==> src/design/cpc_pkg.sv <==
// ----------------------------------------------------------------------------
// cpc_pkg
// Shared constants and register indexes for the cylinder clamp block.
// ----------------------------------------------------------------------------
`timescale 1ns / 1ps
`default_nettype none

package cpc_pkg;

    localparam int COORD_BITS = 24;
    localparam int CFG_IDX_W  = 3;

    typedef enum logic [CFG_IDX_W-1:0] {
        CFG_SOURCE_X = 3'd0,
        CFG_SOURCE_Y = 3'd1,
        CFG_SOURCE_Z = 3'd2,
        CFG_RADIUS   = 3'd3,
        CFG_MIN_Y    = 3'd4,
        CFG_MAX_Y    = 3'd5,
        CFG_NO_CLAMP = 3'd6
    } t_cfg_idx;

endpackage

`default_nettype wire

==> src/design/cpc_sqrt_cell.sv <==
// ----------------------------------------------------------------------------
// cpc_sqrt_cell
// One cell of the square root chain: settles one bit of the root per beat.
// ----------------------------------------------------------------------------
`timescale 1ns / 1ps
`default_nettype none

module cpc_sqrt_cell #(
    parameter int W      = cpc_pkg::COORD_BITS,
    parameter int SIDE_W = 8
) (
    input  wire logic              i_clk,
    input  wire logic              i_rst_n,
    input  wire logic              i_valid,
    output logic                   o_ready,
    input  wire logic [2*W+1:0]    i_rad,
    input  wire logic [W+2:0]      i_rem,
    input  wire logic [W:0]        i_root,
    input  wire logic [SIDE_W-1:0] i_side,
    output logic                   o_valid,
    input  wire logic              i_ready,
    output logic [2*W+1:0]         o_rad,
    output logic [W+2:0]           o_rem,
    output logic [W:0]             o_root,
    output logic [SIDE_W-1:0]      o_side
);

    logic              r_v;
    logic [2*W+1:0]    r_rad;
    logic [W+2:0]      r_rem;
    logic [W:0]        r_root;
    logic [SIDE_W-1:0] r_side;

    logic [W+4:0] sh;
    logic [W+4:0] trial;
    logic [W+4:0] diff;
    logic         ge;
    logic [2*W+1:0] n_rad;
    logic [W+2:0]   n_rem;
    logic [W:0]     n_root;

    always_comb begin
        sh     = {i_rem, i_rad[2*W+1:2*W]};
        trial  = {2'b00, i_root, 2'b01};
        diff   = sh - trial;
        ge     = (sh >= trial);
        n_rem  = ge ? diff[W+2:0] : sh[W+2:0];
        n_root = {i_root[W-1:0], ge};
        n_rad  = {i_rad[2*W-1:0], 2'b00};
    end

    assign o_ready = !r_v || i_ready;

    always_ff @(posedge i_clk) begin
        if (!i_rst_n) begin
            r_v <= 1'b0;
        end else if (o_ready) begin
            r_v <= i_valid;
        end
    end

    always_ff @(posedge i_clk) begin
        if (o_ready) begin
            r_rad  <= n_rad;
            r_rem  <= n_rem;
            r_root <= n_root;
            r_side <= i_side;
        end
    end

    assign o_valid = r_v;
    assign o_rad   = r_rad;
    assign o_rem   = r_rem;
    assign o_root  = r_root;
    assign o_side  = r_side;

endmodule

`default_nettype wire

==> config.mk <==
export PLATFORM = sky130hd
export DESIGN_NAME = cpc_sqrt_cell
export DESIGN_NICKNAME = d
export VERILOG_FILES = /design/src/design/cpc_pkg.sv /design/src/design/cpc_sqrt_cell.sv
export SDC_FILE = /design/constraint.sdc
export NUM_CORES = 1
export LEC_CHECK = 0
export BUFFER_PORTS_ARGS = -buffer_cell sky130_fd_sc_hd__buf_2
export CORE_ASPECT_RATIO = 0.8
export CORE_MARGIN = 3
export CORE_UTILIZATION = 35
export DETAILED_ROUTE_END_ITERATION = 8
export GPL_ROUTABILITY_DRIVEN = 0
export SLEW_MARGIN = 25
export SYNTH_ARGS = -nofsm -noshare
export SYNTH_HDL_FRONTEND = slang
export SYNTH_SLANG_ARGS = --single-unit
==> constraint.sdc <==
create_clock -name i_clk -period 5.45 [get_ports i_clk]
set_clock_uncertainty 0.15 [all_clocks]
set_input_delay 1.09 -clock i_clk [delete_from_list [all_inputs] [get_ports i_clk]]
set_output_delay 1.09 -clock i_clk [all_outputs]
set_load 0.02 [all_outputs]
==> summary.txt <==
Job
  – Max_cap viols: 0

Global route
  – First-pass GRT wire length: 19600 µm
  – Largest net degree at the start of global routing: 84
  – Antenna violations before repair: 0
  – Gr usage total: 0.153
  – Number of global-route vias before repair: 3827
  – Overflow after GRT: 0

STA
  – Tmin final: 4.03 ns
  – Final setup fails: 0
  – Fin. max-slew vios: 0
  – Hold Fails Final Rpt: 0
  – RSZ-0062 raised after global routing: no
  – Tcrit/Tclk final: 0.740
  – Final WS setup: 1.42 ns
  – Hold slack: 0.700 ns
  – Setup tns final: 0 ns
  – Rel. slew slack: 0.486
  – Maximum clock rate: 248 MHz
  – Slew @ Worst Pin: 0.771 ns

Floorplan
  – Die H: 116 µm
  – Initial core utilization: 0.363
  – CORE AREA: 0.0145 mm²
  – Io pins: 226
  – DIE WIDTH: 143 µm
  – Core Rows: 39
  – DIE AREA: roughly 0.017 mm²

Logic synthesis
  – Cell Area, Synth: between 0.005 and 0.006 mm²
  – Post-synth EDFFs: ~110
  – Area leader, netlist: edfxtp_1
  – Yosys top cell area share: 0.617
  – Ys Warns: 0
  – Seq/Total Area, Yosys: 0.621
  – Cells after synthesis: 375
  – Predominant post-synthesis flop cell: edfxtp_1
  – Synth top area cells: edfxtp_1, ha_1, mux2_4
  – Synth Area per Inst: 14.0 µm²
  – Distinct cells, synth: 54
  – Asr flop ratio synth: 0
  – Seq cells post-synth: ~110

Worst setup path
  – Worst Path Max Fanout: 28
  – Crit end category: flip-flop
  – Cell Chain, Critical Path: buf_2 > inv_1 > ha_1 > o21ai_1 > a22oi_1 > a21oi_2 > o31ai_2 > a41oi_2 > o31ai_1 > a2111o_1 > buf_4 > mux2_2
  – Highest-delay cell along the critical path: buf_4
  – CP required: 5.41 ns
  – Critical Path Source Type: input pin
  – Setup CP Type: in -> reg
  – Largest stage delay, worst path: 0.40 ns
  – Critical Path AT: ~4 ns
  – R2r setup slk: 3.58 ns

Detailed routing
  – First-pass DRT Iterations: 4
  – Routed Antenna Nets: 0
  – Vias per cell: a little under 5
  – Residual DRC: 0
  – Initial detailed-routing violation count: 185
  – Via count: 3806
  – Routed len/inst: 16.6 µm
  – WL final: ~13000 µm

Cells and area
  – Nets@finish: between 700 and 800
  – Filler Cell Count: 1364
  – Share of cells above drive strength 1: 0.454
  – Most common cell after layout, fill and taps aside: buf_2
  – Non-filler cells, final: around 790
  – Commonest cells after routing, fill and taps aside: buf_2, edfxtp_1, inv_1
  – Layout area overhead: 29.5%

Pwr
  – Reg power frac: 0.478
  – P_int: around 1.6 mW
  – Clock Power Share: 0.287
  – Comb pwr share: 0.236
  – Total leakage power: 3.15 nW
  – Net Sw Frac: 0.291
  – Maximum VDD drop: approximately 0.18 mV
  – Net Sw Power: 0.637 mW
  – Power density over the cells: 322 mW/mm²

Clocking
  – Cts hold-fix bufs: 0
  – Post-CTS setup buffer count: 0
  – Num CTS Buffers: 9
  – CTS HTree Levels: 3
  – PostCTS Resize Cnt: 0
  – Clock buffer depth: 2
  – Worst-path clk slew: 0.08 ns
  – Root buffer selected by CTS: clkbuf_16
  – Clock tree sinks: 109
  – Clock latency on the worst-skew pair: 0.35 ns
  – CTS tree: yes

Placed design
  – Number of port buffers: between 200 and 250
  – DP Worst Slack: 1.03 ns
  – Placed Instances: 772
  – Dpl hpwl: 10100 µm

Worst hold path
  – Hold Crit Class: reg -> reg

Run status
  – Outcome: completed
cell families after synthesis:
group / synth area share
other cells: 0.000713
flops: 0.621
buf+inv: 0.0495
simple gates: 0.0547
xor+xnor: 0.0416
mux: 0.0657
fa+ha+maj: 0.0642
compound gates: 0.103
area by class of cell:
cell class	count	area, µm²	area share
Multi-Input combinational cell	213	1750	0.256
Antenna cell	1	2.50	0.000367
Inverter	41	154	0.0226
Clock buffer	9	225	0.0331
Sequential cell	109	3260	0.479
Clock inverter	6	53.8	0.00790
Tap cell	184	230	0.0338
Timing Repair Buffer	225	1130	0.167
worst paths after layout:
| path | cells after the start | startpoint | end |
|---|---|---|---|
| min reg2reg | 2 | o_valid | o_valid |
| max reg2reg | 2 | o_valid | o_rad[26] |
| min | 2 | o_valid | o_valid |
| max | 12 | i_root[0] | o_rem[9] |
power by group through the flow:
stage / Clock (mW) / Sequential, mW / Combinational (mW)
floorplan: 0 / 1.19 / 0.229
global placement: 0 / 1.06 / 0.515
detailed placement: 0 / 1.07 / 0.521
CTS: 0.659 / 1.05 / 0.522
global route: 0.684 / 1.06 / 0.563
finish: 0.628 / 1.05 / 0.516
worst max-delay path: cells and delay by family:
kind	cells	cell delay, ns
AOI/OAI and AO/OA	7	1.62
adders and majority gates	1	0.32
buffers and inverters	3	0.53
muxes	1	0.40
registers in the layout (all words and copies together) (netlist names):
register / count
o_valid: 1
o_side: 8
o_root: 25
o_rad: 48
o_rem: 27
metrics by stage:
step | cell area (µm²) | total power, mW | util
2_1_floorplan | 5260 | 1.42 | -
3_3_place_gp | 6530 | 1.58 | 0.450
3_5_place_dp | 6530 | 1.59 | 0.450
4_1_cts | 6800 | 2.23 | 0.469
5_1_grt | 6810 | 2.30 | 0.470
6_report | 6810 | 2.19 | 0.470
cell usage after synthesis, types with 2 or more instances:
cell,number
o221ai_1,3
nand2_1,12
mux2_2,8
nand4_1,9
nor3_1,3
xnor2_1,17
a21oi_1,24
buf_4,2
buf_6,2
a211o_1,2
nand2b_1,5
mux2i_1,3
a221oi_2,2
o31ai_1,2
buf_12,2
ha_1,27
a211oi_1,3
and2_1,2
nand3_1,3
edfxtp_1,108
o21ai_0,6
buf_2,2
a21boi_0,2
o21a_1,3
nor2_1,13
a21oi_2,2
a31oi_1,3
o21bai_1,5
clkbuf_1,5
a21o_1,7
xor2_1,8
o21ai_1,4
mux2_4,15
inv_1,41
routing by layer:
metal | wire, µm | global-route usage | vias up
met4 | 190 | 0.0500 | 0
met3 | 1330 | 0.0545 | 14
met1 | 5360 | 0.187 | 1782
met5 | 0 | 0 | -
met2 | 6200 | 0.256 | 170
li1 | - | - | 1840
No activity file was read; power rests on OpenSTA's default activity.
