## config.mk

```make
export PLATFORM = sky130hd
export DESIGN_NAME = cpc_div_cell
export DESIGN_NICKNAME = d
export VERILOG_FILES = /design/src/design/cpc_pkg.sv /design/src/design/cpc_div_cell.sv
export SDC_FILE = /design/constraint.sdc
export NUM_CORES = 1
export LEC_CHECK = 0
export BUFFER_PORTS_ARGS = -buffer_cell sky130_fd_sc_hd__buf_2
export CAP_MARGIN = 20
export CORE_UTILIZATION = 32
export DETAILED_ROUTE_END_ITERATION = 7
export SLEW_MARGIN = 40
export SYNTH_ARGS = -nofsm -noshare
export SYNTH_HDL_FRONTEND = slang
export SYNTH_SLANG_ARGS = --single-unit
```

## constraint.sdc

```tcl
create_clock -name i_clk -period 8.8 [get_ports i_clk]
set_input_delay 0.88 -clock i_clk [delete_from_list [all_inputs] [get_ports i_clk]]
set_output_delay 0.88 -clock i_clk [all_outputs]
set_load 0.03 [all_outputs]
```

## src/design/cpc_pkg.sv

```systemverilog
// ----------------------------------------------------------------------------
// cpc_pkg
// Shared constants and register indexes for the cylinder clamp block.
// ----------------------------------------------------------------------------
`timescale 1ns / 1ps
`default_nettype none

package cpc_pkg;

    localparam int COORD_BITS = 24;
    localparam int CFG_IDX_W  = 3;

    typedef enum logic [CFG_IDX_W-1:0] {
        CFG_SOURCE_X = 3'd0,
        CFG_SOURCE_Y = 3'd1,
        CFG_SOURCE_Z = 3'd2,
        CFG_RADIUS   = 3'd3,
        CFG_MIN_Y    = 3'd4,
        CFG_MAX_Y    = 3'd5,
        CFG_NO_CLAMP = 3'd6
    } t_cfg_idx;

endpackage

`default_nettype wire

```

## src/design/cpc_div_cell.sv

```systemverilog
// ----------------------------------------------------------------------------
// cpc_div_cell
// One cell of the divider chain: one quotient bit for the x and z lanes.
// ----------------------------------------------------------------------------
`timescale 1ns / 1ps
`default_nettype none

module cpc_div_cell #(
    parameter int W      = cpc_pkg::COORD_BITS,
    parameter int SIDE_W = 8
) (
    input  wire logic              i_clk,
    input  wire logic              i_rst_n,
    input  wire logic              i_valid,
    output logic                   o_ready,
    input  wire logic [W:0]        i_den,
    input  wire logic [W:0]        i_rem_x,
    input  wire logic [W-1:0]      i_num_x,
    input  wire logic [W-1:0]      i_q_x,
    input  wire logic [W:0]        i_rem_z,
    input  wire logic [W-1:0]      i_num_z,
    input  wire logic [W-1:0]      i_q_z,
    input  wire logic [SIDE_W-1:0] i_side,
    output logic                   o_valid,
    input  wire logic              i_ready,
    output logic [W:0]             o_den,
    output logic [W:0]             o_rem_x,
    output logic [W-1:0]           o_num_x,
    output logic [W-1:0]           o_q_x,
    output logic [W:0]             o_rem_z,
    output logic [W-1:0]           o_num_z,
    output logic [W-1:0]           o_q_z,
    output logic [SIDE_W-1:0]      o_side
);

    logic              r_v;
    logic [W:0]        r_den;
    logic [W:0]        r_rem_x, r_rem_z;
    logic [W-1:0]      r_num_x, r_num_z;
    logic [W-1:0]      r_q_x, r_q_z;
    logic [SIDE_W-1:0] r_side;

    logic [W+1:0] sh_x, sh_z, dn, diff_x, diff_z;
    logic         ge_x, ge_z;
    logic [W:0]   n_rem_x, n_rem_z;

    always_comb begin
        dn      = {1'b0, i_den};
        sh_x    = {i_rem_x, i_num_x[W-1]};
        sh_z    = {i_rem_z, i_num_z[W-1]};
        diff_x  = sh_x - dn;
        diff_z  = sh_z - dn;
        ge_x    = (sh_x >= dn);
        ge_z    = (sh_z >= dn);
        n_rem_x = ge_x ? diff_x[W:0] : sh_x[W:0];
        n_rem_z = ge_z ? diff_z[W:0] : sh_z[W:0];
    end

    assign o_ready = !r_v || i_ready;

    always_ff @(posedge i_clk) begin
        if (!i_rst_n) begin
            r_v <= 1'b0;
        end else if (o_ready) begin
            r_v <= i_valid;
        end
    end

    always_ff @(posedge i_clk) begin
        if (o_ready) begin
            r_den   <= i_den;
            r_rem_x <= n_rem_x;
            r_rem_z <= n_rem_z;
            r_num_x <= {i_num_x[W-2:0], 1'b0};
            r_num_z <= {i_num_z[W-2:0], 1'b0};
            r_q_x   <= {i_q_x[W-2:0], ge_x};
            r_q_z   <= {i_q_z[W-2:0], ge_z};
            r_side  <= i_side;
        end
    end

    assign o_valid = r_v;
    assign o_den   = r_den;
    assign o_rem_x = r_rem_x;
    assign o_rem_z = r_rem_z;
    assign o_num_x = r_num_x;
    assign o_num_z = r_num_z;
    assign o_q_x   = r_q_x;
    assign o_q_z   = r_q_z;
    assign o_side  = r_side;

endmodule

`default_nettype wire

```

==> key figures <==
CTS
  – Worst-Skew Late Latency: 0.42 ns
  – TritonCTS clock tree: done
  – Clock sinks: 178
  – Post-CTS setup buffers: 0
  – Register clock-pin slew on the reported worst setup and hold paths: about 0.080 ns
  – H-Tree Level Count: 4
  – Hold buffer count at cts: 0
  – Maximum clock insertion buffer count: 2
  – Post-CTS Resized: 0
  – CTS Root Cell: clkbuf_16
  – CTS buffer count: 17

Floorplanning
  – Initial Util: 32.70%
  – Chip height: 165.2 microns
  – Die X: 165.2 microns
  – Die area: 0.02728 sq mm
  – Num rows: 59
  – Top Ports: 364
  – Placeable Area: 0.02606 sq mm

Synthesis
  – Mean Syn Cell Area: 13.70 sq um
  – Top cells by area, synth: edfxtp_1, ha_1, mux2_2
  – Synth top area share: 62.38%
  – Top-count cell post-synth: edfxtp_1
  – Post-synth ARST share: 0%
  – Ys flop type: edfxtp_1
  – Most frequent cells after synthesis: edfxtp_1, a21oi_1, ha_1
  – Post-Syn Instances: between 600 and 700
  – Ys Warns: 0
  – Yosys reg bits: ~180
  – Number of enable flip-flop cells after synthesis: 177
  – Register area share after synthesis: 62.61%
  – Netlist cell types: 60
  – Post-Syn Area: 0.008521 sq mm
  – Biggest area consumer among synthesized cells: edfxtp_1

Drt
  – Vias: 6440
  – DRC viols: 0
  – Via-to-Cell Ratio: between 4 and 5
  – DRT antenna net count: 0
  – Detailed Route Iter0 Violations: between 400 and 500
  – Routed WL: 25.98 mm
  – DR WL/cell: ~19 microns
  – TritonRoute pass-1 iters: 5

Pwr
  – Sequential share of power: 44.0%
  – Total power: 2.413 mW
  – Power Dens Cells: 213.4 mW/mm^2
  – Switching share of power: 32.74%
  – Peak VDD IR: 0.1129 mV
  – Lkg Pwr: 5.037 nW
  – Psw: 790.0 uW
  – Clock Power Share: between 30 and 40%
  – Combinational share of power: 25.1%
  – Internal power: 1.623 mW

STA
  – Clock skew: slightly below 0.01 ns
  – Fin crit period: 4.313 ns
  – Finish-stage setup viols: 0
  – Slew Viols, Final: 0
  – Hold Vio Cnt, Final: 0
  – Highest clock rate: ~230 MHz
  – WHS: 0.6252 ns
  – Final TNS setup: 0 ns
  – Final period util: 49.02%
  – RSZ-0062 raised after global routing: no
  – Max-slew headroom: 47.87%
  – Least-Margin Pin Slew: about 0.78 ns

Setup path
  – CP max FO: 14
  – R2R setup slack: 6.51 ns
  – CP Class: input pin to flip-flop
  – FF-to-FF Start: o_valid
  – FF-to-FF End: o_rem_x[11]
  – Cell count of the worst reg-to-reg path: 3
  – Worst Setup Start Kind: input pin
  – CP endpoint kind: flip-flop
  – Worst EP required: 8.98 ns
  – CP arrival: 4.49 ns
  – Crit path from: i_num_z[23]

Global route
  – Initial antenna violation count: 9
  – Largest net degree at the start of global routing: 77
  – Grt total ovfl: 0
  – First-pass GRT wire length: 36.44 mm
  – GRT Resource Usage Total: 18.30%
  – Vias in the first global route: 6104

Final layout
  – Share of layout cells above drive strength 1: 42.99%
  – Post-layout util: 43.38%
  – Fill cells: roughly 2500
  – Nets: 1227
  – Area added between synthesis and finish: 32.67%

Worst hold path
  – Hold endpoint: o_q_z[10]
  – Hold Startpoint: i_q_z[9]
  – Worst min path class: input pin to flip-flop
  – Worst hold stages: 1

Status
  – Status: finished clean

Place
  – Port Buffers: between 300 and 400
  – Final GP Congestion: 0.8347
  – Detailed Place HPWL: 20.51 mm

Flow run
  – Max-cap violations: 0
[cell type report]
type | count | area (sq um) | share of cell area (%)
multi-input combinational | 388 | 2957 | 26.15
inverter | 43 | 161.4 | 1.428
clock buffer | 17 | 425.4 | 3.763
clock inverter | 15 | 146.4 | 1.295
timing repair buffer | 364 | 1853 | 16.39
sequential | 178 | 5335 | 47.19
tap | 335 | 419.2 | 3.708
antenna | 3 | 7.507 | 0.06641
[registers in the layout, summed over array words and instances, names as in the netlist]
name and count:
o_den 25, o_rem_x 25, o_rem_z 25, o_q_x 24
o_q_z 24, o_num_x 23, o_num_z 23, o_side 8
o_valid 1
[worst max-delay path, stage by stage]
cell and delay, ns:
buf_2 0.09, inv_1 0.06, ha_1 0.16, inv_1 0.06, fa_1 0.40, a21o_1 0.24
a221oi_4 0.31, a21oi_1 0.20, a31oi_1 0.49, a211oi_1 0.28, a311o_1 0.43, a31oi_4 0.30
buf_8 0.21, mux2_2 0.35
[cell families after synthesis]
| family | Yosys count | synth area share, % |
|---|---|---|
| compound gates | 142 | 11.26 |
| xor+xnor | 40 | 4.112 |
| fa+ha+maj | 52 | 7.812 |
| buf+inv | 57 | 2.819 |
| flops | 178 | 62.61 |
| mux | 34 | 4.464 |
| other cells | 1 | 0.04401 |
| simple gates | 118 | 6.872 |
[per-stage QoR]
step / setup WS (ns) / cell area, sq um / cells
after detailed placement: 3.995 / 10730 / 1308
after floorplan: 2.566 / 8524 / 623
after CTS: 4.433 / 11300 / 1340
after global routing: 4.350 / 11300 / 1343
final: 4.487 / 11300 / 1343
after global placement: 3.497 / 10690 / 1306
[layout by cell type, fill, tap and decap left out, drive strengths merged, types with 3 or more instances in the layout]
master,n
nand2,22
inv,49
nand3,7
nand3b,3
mux2,32
xnor2,30
xor2,10
nand4,8
nand2b,4
o211ai,3
a21o,23
a211oi,6
a2111oi,3
a221oi,3
a21oi,58
o31ai,3
nor3,10
and3,6
clkbuf,17
o21ai,9
o21bai,5
o21a,6
nor2,42
clkinv,8
buf,364
a311o,3
ha,50
and4,3
edfxtp,177
and2,3
diode,3
a31oi,7
[worst max-delay path by stage]
stage,slack [ns],cells past startpoint,to
2_1_floorplan,2.57,1,o_ready
3_3_place_gp,3.50,12,o_rem_z[3]
3_5_place_dp,4.00,13,o_rem_z[12]
4_1_cts,4.43,13,o_rem_z[12]
5_1_grt,4.35,14,o_rem_z[14]
6_report,4.49,14,o_rem_z[12]
[per-layer routing]
layer / vias to the layer above / global-route usage [%] / part of all wire (%)
met5: - / 0 / 0.28
met1: 3085 / 20.52 / 38
met2: 220 / 33.30 / 52
met3: 24 / 6.269 / 8.5
met4: 10 / 3.711 / 1.1
li1: 3101 / - / -
[power groups by stage]
stage                     Sequential, mW  Clock (mW)  Combinational [mW]
final                               1.06       0.745               0.606
after global routing                1.07       0.805               0.652
after CTS                           1.06       0.772               0.613
after detailed placement            1.08           0               0.610
after global placement              1.08           0               0.602
after floorplan                     1.28           0               0.223
(Power assumes the default switching activity.)
